===== config.mk =====
export PLATFORM = sky130hd
export DESIGN_NAME = dda_line_rasterizer
export DESIGN_NICKNAME = d
export VERILOG_FILES = /design/src/dlr_pkg.sv /design/src/dda_line_rasterizer.sv
export SDC_FILE = /design/constraint.sdc
export NUM_CORES = 1
export LEC_CHECK = 0
export ABC_CLOCK_PERIOD_IN_PS = 6300
export BUFFER_PORTS_ARGS = -buffer_cell sky130_fd_sc_hd__buf_2
export CORE_UTILIZATION = 64
export CTS_BUF_LIST = sky130_fd_sc_hd__clkbuf_4 sky130_fd_sc_hd__clkbuf_8
export DETAILED_ROUTE_END_ITERATION = 8
export GPL_TIMING_DRIVEN = 0
export PLACE_DENSITY = 0.83
export RECOVER_POWER = 50
export SETUP_SLACK_MARGIN = 0.2
export SYNTH_ARGS = -nofsm -noshare
export SYNTH_HDL_FRONTEND = slang
export SYNTH_SLANG_ARGS = --single-unit

===== constraint.sdc =====
create_clock -name aclk -period 6.3 [get_ports aclk]
set_clock_uncertainty 0.15 [all_clocks]
set_input_delay 0.63 -clock aclk [delete_from_list [all_inputs] [get_ports aclk]]
set_output_delay 0.63 -clock aclk [all_outputs]
set_load 0.02 [all_outputs]

===== src/dlr_pkg.sv =====
package dlr_pkg;

    localparam int COORD_BITS = 10;

    typedef enum logic {
        OP_LOAD = 1'b0,
        OP_STEP = 1'b1
    } opcode_t;

    typedef struct packed {
        opcode_t               opcode;
        logic [COORD_BITS-1:0] start_x;
        logic [COORD_BITS-1:0] start_y;
        logic [COORD_BITS-1:0] end_x;
        logic [COORD_BITS-1:0] end_y;
    } in_item_t;

    typedef struct packed {
        logic [COORD_BITS-1:0] pixel_x;
        logic [COORD_BITS-1:0] pixel_y;
        logic                  last;
    } out_item_t;

endpackage


===== src/dda_line_rasterizer.sv =====
// DDA line rasterizer.
// Input channel s_*: a load beat (opcode OP_LOAD) sets up a line from the
// start point to the end point; a step beat (opcode OP_STEP) asks for the
// next pixel. Output channel m_*: one beat per pixel, last marking the final
// pixel of the line. The start point is never sent; a line gives
// max(|dx|, |dy|) pixels, and a step beat with no pixels left gives nothing.
// A step beat is taken and its pixel appears on m_* at the next
// edge; steps stream at one per cycle while the receiver keeps up.
// A load beat runs one shared restoring divider, one quotient bit per cycle,
// first for the x increment and then for y: the block is busy while it
// divides after the load, and s_ready stays low meanwhile.
// A zero-length load leaves the block ready at once.
// s_ready is also low while a pixel waits in the output register and m_ready
// is low, so a stalled receiver holds the block without losing a beat.
// Reset clears the line state: steps before the first load give nothing.
module dda_line_rasterizer #(
    parameter int FRAC_BITS = 16
) (
    input  logic               aclk,
    input  logic               aresetn,
    input  logic               s_valid,
    output logic               s_ready,
    input  dlr_pkg::in_item_t  s_payload,
    output logic               m_valid,
    input  logic               m_ready,
    output dlr_pkg::out_item_t m_payload
);
    import dlr_pkg::*;

    localparam int ACC_W  = COORD_BITS + FRAC_BITS + 1;
    localparam int STEP_W = FRAC_BITS + 2;
    localparam int Q_W    = FRAC_BITS + 1;
    localparam int REM_W  = COORD_BITS + 1;
    localparam int CNT_W  = $clog2(FRAC_BITS + 1);

    typedef enum logic [1:0] {
        ST_IDLE,
        ST_DIV_X,
        ST_DIV_Y
    } state_t;

    state_t                 state_reg, state_next;
    logic [ACC_W-1:0]       acc_x_reg, acc_x_next;
    logic [ACC_W-1:0]       acc_y_reg, acc_y_next;
    logic [STEP_W-1:0]      step_x_reg, step_x_next;
    logic [STEP_W-1:0]      step_y_reg, step_y_next;
    logic [COORD_BITS:0]    pixels_left_reg, pixels_left_next;
    logic [COORD_BITS-1:0]  len_reg, len_next;
    logic [COORD_BITS-1:0]  mag_y_reg, mag_y_next;
    logic                   neg_x_reg, neg_x_next;
    logic                   neg_y_reg, neg_y_next;
    logic [REM_W-1:0]       rem_reg, rem_next;
    logic [Q_W-1:0]         quot_reg, quot_next;
    logic [CNT_W-1:0]       cnt_reg, cnt_next;
    logic                   m_valid_reg, m_valid_next;
    out_item_t              m_payload_reg, m_payload_next;

    logic                   in_beat;
    logic [COORD_BITS:0]    dx, dy;
    logic [COORD_BITS-1:0]  ax, ay, len;
    logic [REM_W-1:0]       diff;
    logic                   lt;
    logic [REM_W-1:0]       rem_kept;
    logic [Q_W-1:0]         quot_shift;
    logic [STEP_W-1:0]      q_ext, q_signed;
    logic                   q_neg;
    logic [ACC_W-1:0]       acc_x_sum, acc_y_sum;

    assign s_ready   = (state_reg == ST_IDLE) && (!m_valid_reg || m_ready);
    assign in_beat   = s_valid && s_ready;
    assign m_valid   = m_valid_reg;
    assign m_payload = m_payload_reg;

    assign dx  = {1'b0, s_payload.end_x} - {1'b0, s_payload.start_x};
    assign dy  = {1'b0, s_payload.end_y} - {1'b0, s_payload.start_y};
    assign ax  = dx[COORD_BITS] ? COORD_BITS'(-dx) : dx[COORD_BITS-1:0];
    assign ay  = dy[COORD_BITS] ? COORD_BITS'(-dy) : dy[COORD_BITS-1:0];
    assign len = (ax >= ay) ? ax : ay;

    // shared divider: compare, restore, shift
    assign diff       = rem_reg - {1'b0, len_reg};
    assign lt         = rem_reg < {1'b0, len_reg};
    assign rem_kept   = lt ? rem_reg : diff;
    assign quot_shift = {quot_reg[Q_W-2:0], ~lt};
    assign q_neg      = (state_reg == ST_DIV_X) ? neg_x_reg : neg_y_reg;
    assign q_ext      = {1'b0, quot_shift};
    assign q_signed   = q_neg ? -q_ext : q_ext;

    assign acc_x_sum = acc_x_reg + {{(ACC_W-STEP_W){step_x_reg[STEP_W-1]}}, step_x_reg};
    assign acc_y_sum = acc_y_reg + {{(ACC_W-STEP_W){step_y_reg[STEP_W-1]}}, step_y_reg};

    always_comb begin
        state_next       = state_reg;
        acc_x_next       = acc_x_reg;
        acc_y_next       = acc_y_reg;
        step_x_next      = step_x_reg;
        step_y_next      = step_y_reg;
        pixels_left_next = pixels_left_reg;
        len_next         = len_reg;
        mag_y_next       = mag_y_reg;
        neg_x_next       = neg_x_reg;
        neg_y_next       = neg_y_reg;
        rem_next         = rem_reg;
        quot_next        = quot_reg;
        cnt_next         = cnt_reg;
        m_valid_next     = m_valid_reg && !m_ready;
        m_payload_next   = m_payload_reg;

        unique case (state_reg)
            ST_IDLE: begin
                if (in_beat) begin
                    if (s_payload.opcode == OP_LOAD) begin
                        acc_x_next       = {1'b0, s_payload.start_x, FRAC_BITS'(0)};
                        acc_y_next       = {1'b0, s_payload.start_y, FRAC_BITS'(0)};
                        pixels_left_next = {1'b0, len};
                        len_next         = len;
                        mag_y_next       = ay;
                        neg_x_next       = dx[COORD_BITS];
                        neg_y_next       = dy[COORD_BITS];
                        rem_next         = {1'b0, ax};
                        quot_next        = '0;
                        cnt_next         = CNT_W'(FRAC_BITS);
                        if (len == '0) begin
                            step_x_next = '0;
                            step_y_next = '0;
                        end else begin
                            state_next = ST_DIV_X;
                        end
                    end else if (pixels_left_reg != '0) begin
                        acc_x_next             = acc_x_sum;
                        acc_y_next             = acc_y_sum;
                        pixels_left_next       = pixels_left_reg - 1'b1;
                        m_valid_next           = 1'b1;
                        m_payload_next.pixel_x = acc_x_sum[FRAC_BITS +: COORD_BITS];
                        m_payload_next.pixel_y = acc_y_sum[FRAC_BITS +: COORD_BITS];
                        m_payload_next.last    = (pixels_left_reg == (COORD_BITS+1)'(1));
                    end
                end
            end
            ST_DIV_X, ST_DIV_Y: begin
                rem_next  = {rem_kept[REM_W-2:0], 1'b0};
                quot_next = quot_shift;
                cnt_next  = cnt_reg - 1'b1;
                if (cnt_reg == '0) begin
                    if (state_reg == ST_DIV_X) begin
                        step_x_next = q_signed;
                        rem_next    = {1'b0, mag_y_reg};
                        quot_next   = '0;
                        cnt_next    = CNT_W'(FRAC_BITS);
                        state_next  = ST_DIV_Y;
                    end else begin
                        step_y_next = q_signed;
                        state_next  = ST_IDLE;
                    end
                end
            end
            default: begin
                state_next = ST_IDLE;
            end
        endcase
    end

    always_ff @(posedge aclk) begin
        if (!aresetn) begin
            state_reg       <= ST_IDLE;
            acc_x_reg       <= '0;
            acc_y_reg       <= '0;
            step_x_reg      <= '0;
            step_y_reg      <= '0;
            pixels_left_reg <= '0;
            m_valid_reg     <= 1'b0;
        end else begin
            state_reg       <= state_next;
            acc_x_reg       <= acc_x_next;
            acc_y_reg       <= acc_y_next;
            step_x_reg      <= step_x_next;
            step_y_reg      <= step_y_next;
            pixels_left_reg <= pixels_left_next;
            m_valid_reg     <= m_valid_next;
        end
        len_reg       <= len_next;
        mag_y_reg     <= mag_y_next;
        neg_x_reg     <= neg_x_next;
        neg_y_reg     <= neg_y_next;
        rem_reg       <= rem_next;
        quot_reg      <= quot_next;
        cnt_reg       <= cnt_next;
        m_payload_reg <= m_payload_next;
    end

    a_no_pixel_while_dividing: assert property (@(posedge aclk) disable iff (!aresetn)
        (state_reg != ST_IDLE) |=> !$rose(m_valid_reg))
        else $error("pixel beat raised during divide");

    a_final_pixel_marked: assert property (@(posedge aclk) disable iff (!aresetn)
        (in_beat && s_payload.opcode == OP_STEP && pixels_left_reg == (COORD_BITS+1)'(1))
        |=> (m_valid_reg && m_payload_reg.last && pixels_left_reg == '0))
        else $error("final pixel not marked or count not cleared");

    a_count_advances: assert property (@(posedge aclk) disable iff (!aresetn)
        (in_beat && s_payload.opcode == OP_STEP && pixels_left_reg != '0)
        |=> (pixels_left_reg == $past(pixels_left_reg) - 1'b1))
        else $error("pixel count did not advance");

    a_load_starts_divide: assert property (@(posedge aclk) disable iff (!aresetn)
        (in_beat && s_payload.opcode == OP_LOAD && len != '0) |=> (state_reg == ST_DIV_X))
        else $error("non-empty load did not start the divider");

endmodule


# [Word-level counts from Yosys, hierarchy flattened]
# Index checks and enable logic that the tools add are counted.
[totals] out_inout_bits=23 elab_cells=107 ff_bits=179
[op_classes] order_cmp=2 eq_ne=11 n_reduce_logical=19 n_mux=46 n_bitwise=2 addsub=10
[ops] op="18-bit two-way mux" count=8
[ops] op="27-bit two-way mux" count=4
[ops] op="18-bit one-hot mux with 2 select lines" count=2
[ops] op="11-bit two-way mux" count=6
[ops] op="16-bit two-way mux" count=4
[ops] op="27-bit adder" count=2
[ops] op="10-bit two-way mux" count=4
[ops] op="16-bit one-hot mux with 2 select lines" count=1
[ops] op="11-bit one-hot mux with 2 select lines" count=1
[ops] op="10-bit by 10-bit subtractor with 11-bit output" count=2
[ops] op="5-bit two-way mux" count=4
[ops] op="10-bit negation" count=2
[ops] op="17-bit negation with 18-bit output" count=1
[ops] op="2-bit != test (second input constant)" count=6
[ops] op="6-bit AND reduction" count=2
[ops] op="11-bit by 1-bit == test with 1-bit output (second input constant)" count=1
[ops] op="11-bit by 10-bit less-than comparator with 1-bit output" count=1
[ops] op="11-bit nonzero test" count=1
[ops] op="11-bit by 1-bit subtractor with 11-bit output (second input constant)" count=1
[ops] op="10-bit >= comparator" count=1
[ops] op="10-bit logical NOT" count=1
[ops] op="2-bit two-way mux" count=5
[ops] op="5-bit one-hot mux with 2 select lines" count=1
[ops] op="10-bit subtractor" count=1
[ops] op="other kinds (16)" count=28

# [Depth between registers and ports, before layout]
[logic_depth] ltp_word=10 mapped_depth=24

# [Worst setup path after synthesis]
# Ideal clock, no wire load.
[synth_timing] kind="in2reg" from="in s_payload[10] in the netlist's numbering" to="reg step_x_reg[10]" arrival_time_ps=5353 t_required_ps=6078 path_slack_ps=726 stages=22 setup_ps=72 cell_sequence="inv_1 -> ha_1 -> inv_1 -> fa_1 -> a21oi_1 -> o2111ai_1 -> xor2_1 -> or2_2 -> a2111oi_2 -> o31ai_1 -> ha_1 -> a2111oi_0 -> o211ai_1 -> nand2_1 -> clkbuf_1 -> o2111ai_1 -> a32oi_2 -> o2111ai_4 -> a211oi_2 -> buf_6 -> buf_12 -> mux2i_1"
[synth_between] elab_chain_cells=8
[synth_lines] element="start, declared" line_no="dda_line_rasterizer.sv:23" rtl="input dlr_pkg::in_item_t s_payload,"
[synth_lines] element="10-bit by 10-bit subtractor with 11-bit output *" line_no="dda_line_rasterizer.sv:74" rtl="assign dx = {1'b0, s_payload.end_x} - {1'b0, s_payload.start_x};"
[synth_lines] element="10-bit negation" line_no="dda_line_rasterizer.sv:76" rtl="assign ax = dx[COORD_BITS] ? COORD_BITS'(-dx) : dx[COORD_BITS-1:0];"
[synth_lines] element="10-bit two-way mux *" line_no="dda_line_rasterizer.sv:76"
[synth_lines] element="10-bit >= comparator" line_no="dda_line_rasterizer.sv:78" rtl="assign len = (ax >= ay) ? ax : ay;"
[synth_lines] element="10-bit two-way mux *" line_no="dda_line_rasterizer.sv:78"
[synth_lines] element="10-bit logical NOT *" line_no="dda_line_rasterizer.sv:123" rtl="if (len == '0) begin"
[synth_lines] element="2-bit by 1-bit != test with 1-bit output (no line) *"
[synth_lines] element="6-bit AND reduction (no line) *"
[synth_lines] element="end signal, assigned" line_no="dda_line_rasterizer.sv:176" rtl="step_x_reg <= step_x_next;"
[synth_lines] element="end, declared" line_no="dda_line_rasterizer.sv:45" rtl="logic [STEP_W-1:0] step_x_reg, step_x_next;"
# Mark *: on every way between the ends. The rest lies on a longest branch, timed or not.
# A chain may end at the register's enable or synchronous reset.

# [Final worst setup path]
[layout_timing] from="in s_payload[0] in the netlist's numbering" to="reg step_y_reg[16]"
[layout_between] elab_chain_cells=8
[layout_lines] element="10-bit by 10-bit subtractor with 11-bit output *" line_no="dda_line_rasterizer.sv:75" rtl="assign dy = {1'b0, s_payload.end_y} - {1'b0, s_payload.start_y};"
[layout_lines] element="10-bit negation" line_no="dda_line_rasterizer.sv:77" rtl="assign ay = dy[COORD_BITS] ? COORD_BITS'(-dy) : dy[COORD_BITS-1:0];"
[layout_lines] element="10-bit two-way mux *" line_no="dda_line_rasterizer.sv:77"
[layout_lines] element="named net ay[8]" line_no="dda_line_rasterizer.sv:60" rtl="logic [COORD_BITS-1:0] ax, ay, len;"
[layout_lines] element="10-bit >= comparator" line_no="dda_line_rasterizer.sv:78"
[layout_lines] element="10-bit two-way mux *" line_no="dda_line_rasterizer.sv:78"
[layout_lines] element="10-bit logical NOT *" line_no="dda_line_rasterizer.sv:123"
[layout_lines] element="2-bit by 1-bit != test with 1-bit output (no line) *"
[layout_lines] element="6-bit AND reduction (no line) *"
[layout_lines] element="end signal, assigned" line_no="dda_line_rasterizer.sv:177" rtl="step_y_reg <= step_y_next;"
[layout_lines] element="end, declared" line_no="dda_line_rasterizer.sv:46" rtl="logic [STEP_W-1:0] step_y_reg, step_y_next;"
# The timed path passes the listed nets; every way through them passes the cells marked *.

==> metrics.md <==
| Metric | Value |
|---|---|
| Status | finished with violations |
| Failing checks | max-capacitance violations, max-slew violations |
| CORE AREA | between 15,000 and 20,000 um^2 |
| Hold Path Class | input pin to flop |
| Pre-CTS WS | -434.8 ps |
| Design area | roughly 13,000 um^2 |
| Final Worst Setup Slack | 444.2 ps |
| Clock latency on the worst-skew pair | roughly 490 ps |
| Drt wl/cell | about 19 um |
| Nets | approximately 1,600 |
| Req. time, crit path | roughly 6600 ps |
| Crit path max fanout | 10 |
| Final Power | 0.004664 W |
| VDD IR max | about 0.00022 V |
| CTS tree | yes |
| Post-route ant nets | 0 |
| Post-Synthesis Cells | between 1,000 and 1,500 |
| Synth Warn # | 0 |
| Largest cells by area after synthesis | edfxtp_1 (18%), dfxtp_1 (17%), ha_1 (10%) |
| Row cnt | 50 |
| Met3 wire len | between 2 and 3 mm |
| Antenna Cells | 0 |
| Initial Util | 0.6539 |
| Top cell type's share of synthesized area | 0.1841 |
| P per Cell Area | ~350 nW/um^2 |
| Synthesized net count | around 1,500 |
| Port Buffers | 66 |
| Synth area leader | edfxtp_1 |
| Most numerous cell in the Yosys netlist | nand2_1 |
| Worst slew pin tran | 1876 ps |
| Hold Startpoint | s_payload[37] |
| Highest Clock Rate | around 170 MHz |
| Worst Setup End Kind | flop |
| Final Util | 0.7078 |
| Crit path kind | input pin to flop |
| Overall die area | just under 20,000 um^2 |
| Synth cell types | 92 |
| Met1 Routed Length | 14.14 mm |
| Hold Crit Depth | 3 |
| Post-Syn Area per Cell | around 9 um^2 |
| CP max-delay cell | or4_1 |
| Async S/R FF share, synth | 0 |
| Seq/Total Area, Yosys | 0.3511 |
| Finish-stage setup viols | 0 |
| Drt first-iter violations | between 1,000 and 1,500 |
| Slew margin rel. | -0.2510 |
| Tcrit/Tclk final | 0.9295 |
| Io pins | between 60 and 70 |
| Post-Place Cell Area | 12,900 um^2 |
| Post-synthesis register bit count | ~180 |
| R2R Setup Slk | between 1000 and 1500 ps |
| Clock Tree Buf Depth | 2 |
| Hold Vio Cnt, Final | 0 |
| Arrival @ worst endpoint | 6120 ps |
| WHS Endpoint | acc_x_reg[23] |
| H-Tree Depth | 4 |
| Die height | 140.2 um |
| Max Cap Viol | 1 |
| Syn-to-layout area delta | 8.234% |
| Die Span X | 140.2 um |
| Worst path max stage delay | roughly 540 ps |
| Routability cong. | about 0.98 |
| Vias in the first global route | approximately 10,000 |
| Post-DP HPWL | roughly 25 mm |
| Max-slew violations | 32 |
| Grt ovf | 0 |
| Min Clock Period, post-route | roughly 5900 ps |
| Unrepaired setup endpoints after global routing | false |
| Leakage | ~5.6 nW |
| R2r startpoint | state_reg[0] |
| WL met2 | between 10 and 15 mm |
| Avg Vias per Cell | 6.390 |
| GRT Overall Usage | 0.3393 |
| Synthesized cell area | 12,230 um^2 |
| First-pass detailed-route iteration total | 7 |
| TritonCTS Buffers | 17 |
| Root buffer cell | clkbuf_8 |
| DRC Markers | 0 |
| Worst Reg2Reg Path Length in Cells | 11 |
| Hold Buf Count CTS | 0 |
| Clock transition at path regs | approximately 100 ps |
| Initial antenna violation count | 0 |
| Top sig layer | met4 |
| Top_reg_cell synth | dfxtp_1 |
| Share of cells above drive strength 1 | 0.08523 |
| Startpoint Class | input pin |
| Post-synth top cells | nand2_1 (142), nor2_1 (118), a21oi_1 (104) |
| Largest net degree at the start of global routing | 32 |
| DR vias | approximately 11,000 |
| Clk sink count | 177 |
| First-pass GRT wire length | slightly above 50 mm |
| Post-synth EDFFs | 75 |
| Final WL | ~33 mm |
| Crit path cell chain | buf_2 -> inv_1 -> ha_1 -> fa_1 -> nand2b_1 -> a211oi_1 -> a21oi_1 -> xor2_1 -> or4_1 -> o211ai_1 -> inv_1 -> ha_1 -> a2111oi_2 -> o211ai_1 -> nand2_1 -> clkbuf_2 -> o2111ai_1 -> a32oi_2 -> o2111ai_4 -> a211oi_2 -> buf_6 -> buf_12 -> mux2i_1 |
| Critical R2R Capture | step_y_reg[16] |
==> worst max-delay path by stage <==
stage	from	to
after floorplan	s_payload[10]	step_x_reg[10]
after global placement	s_payload[0]	step_y_reg[16]
after detailed placement	s_payload[0]	step_y_reg[15]
after CTS	s_payload[0]	step_y_reg[15]
after global routing	s_payload[0]	step_y_reg[14]
final	s_payload[0]	step_y_reg[16]
==> kinds of logic after synthesis <==
kind of cell    share of synthesized area
simple gates                       0.1682
compound gates                     0.2191
flops                              0.3511
buf+inv                           0.04971
fa+ha+maj                          0.1105
xor+xnor                          0.06772
mux                               0.03376
==> placed cells by master, fill, tap and decap left out, types with 22 or more instances in the layout <==
cell type,Yosys,routed
edfxtp_1,75,75
a31oi_1,26,26
dfxtp_1,102,102
nand3_1,42,42
and3_1,22,22
clkbuf_1,43,64
inv_1,86,87
mux2i_1,39,39
nand2_1,142,142
ha_1,100,100
a21o_1,35,35
nor2_1,118,118
nor3_1,23,23
xnor2_1,53,53
xor2_1,36,36
o21ai_0,59,60
a21oi_1,104,103
buf_2,6,50
a22oi_1,29,29
==> through the flow <==
stage	hold WS [ps]	std cells	setup TNS, ps
6_report	293.1	1724	0
5_1_grt	282.8	1724	0
2_1_floorplan	265.5	1391	0
3_3_place_gp	275.9	1691	-10060
3_5_place_dp	287.1	1692	-11920
4_1_cts	270.9	1724	0
==> area by class of cell <==
type	instances	area [um^2]
Inverter	92	345.3
Multi-Input combinational cell	1067	7342
Timing Repair Buffer	67	306.5
Clock inverter	15	158.9
Sequential cell	177	4294
Clock buffer	17	234.0
Tap cell	234	292.8
Fill cell	1432	5466
Buffer	55	265.3
==> report_power, final <==
| part | switching [W] | internal (W) | leakage (nW) |
|---|---|---|---|
| clock | 0.000462 | 0.000325 | 0.187 |
| sequential | 0.000144 | 0.00150 | 1.53 |
| combinational | 0.00147 | 0.000769 | 3.84 |
| total | 0.00207 | 0.00259 | 5.56 |
==> layer usage <==
metal	up-vias	global-route usage
met2	499	0.5413
met5	-	0
met3	100	0.06667
met1	5178	0.4431
li1	5239	-
met4	0	0.1614
==> timing repair <==
item,CTS,global route
resized for setup,2,4
setup endpoints to repair,36,38
pin swaps,0,1
setup buffers,0,0
==> critical path: cells and delay by family <==
kind | cells | cell delay (ps)
buf+inv | 6 | 880
xor+xnor | 1 | 240
compound gates | 9 | 2320
fa+ha+maj | 3 | 910
mux | 1 | 180
simple gates | 3 | 940
Note: power is estimated with default switching activity, not from simulation.
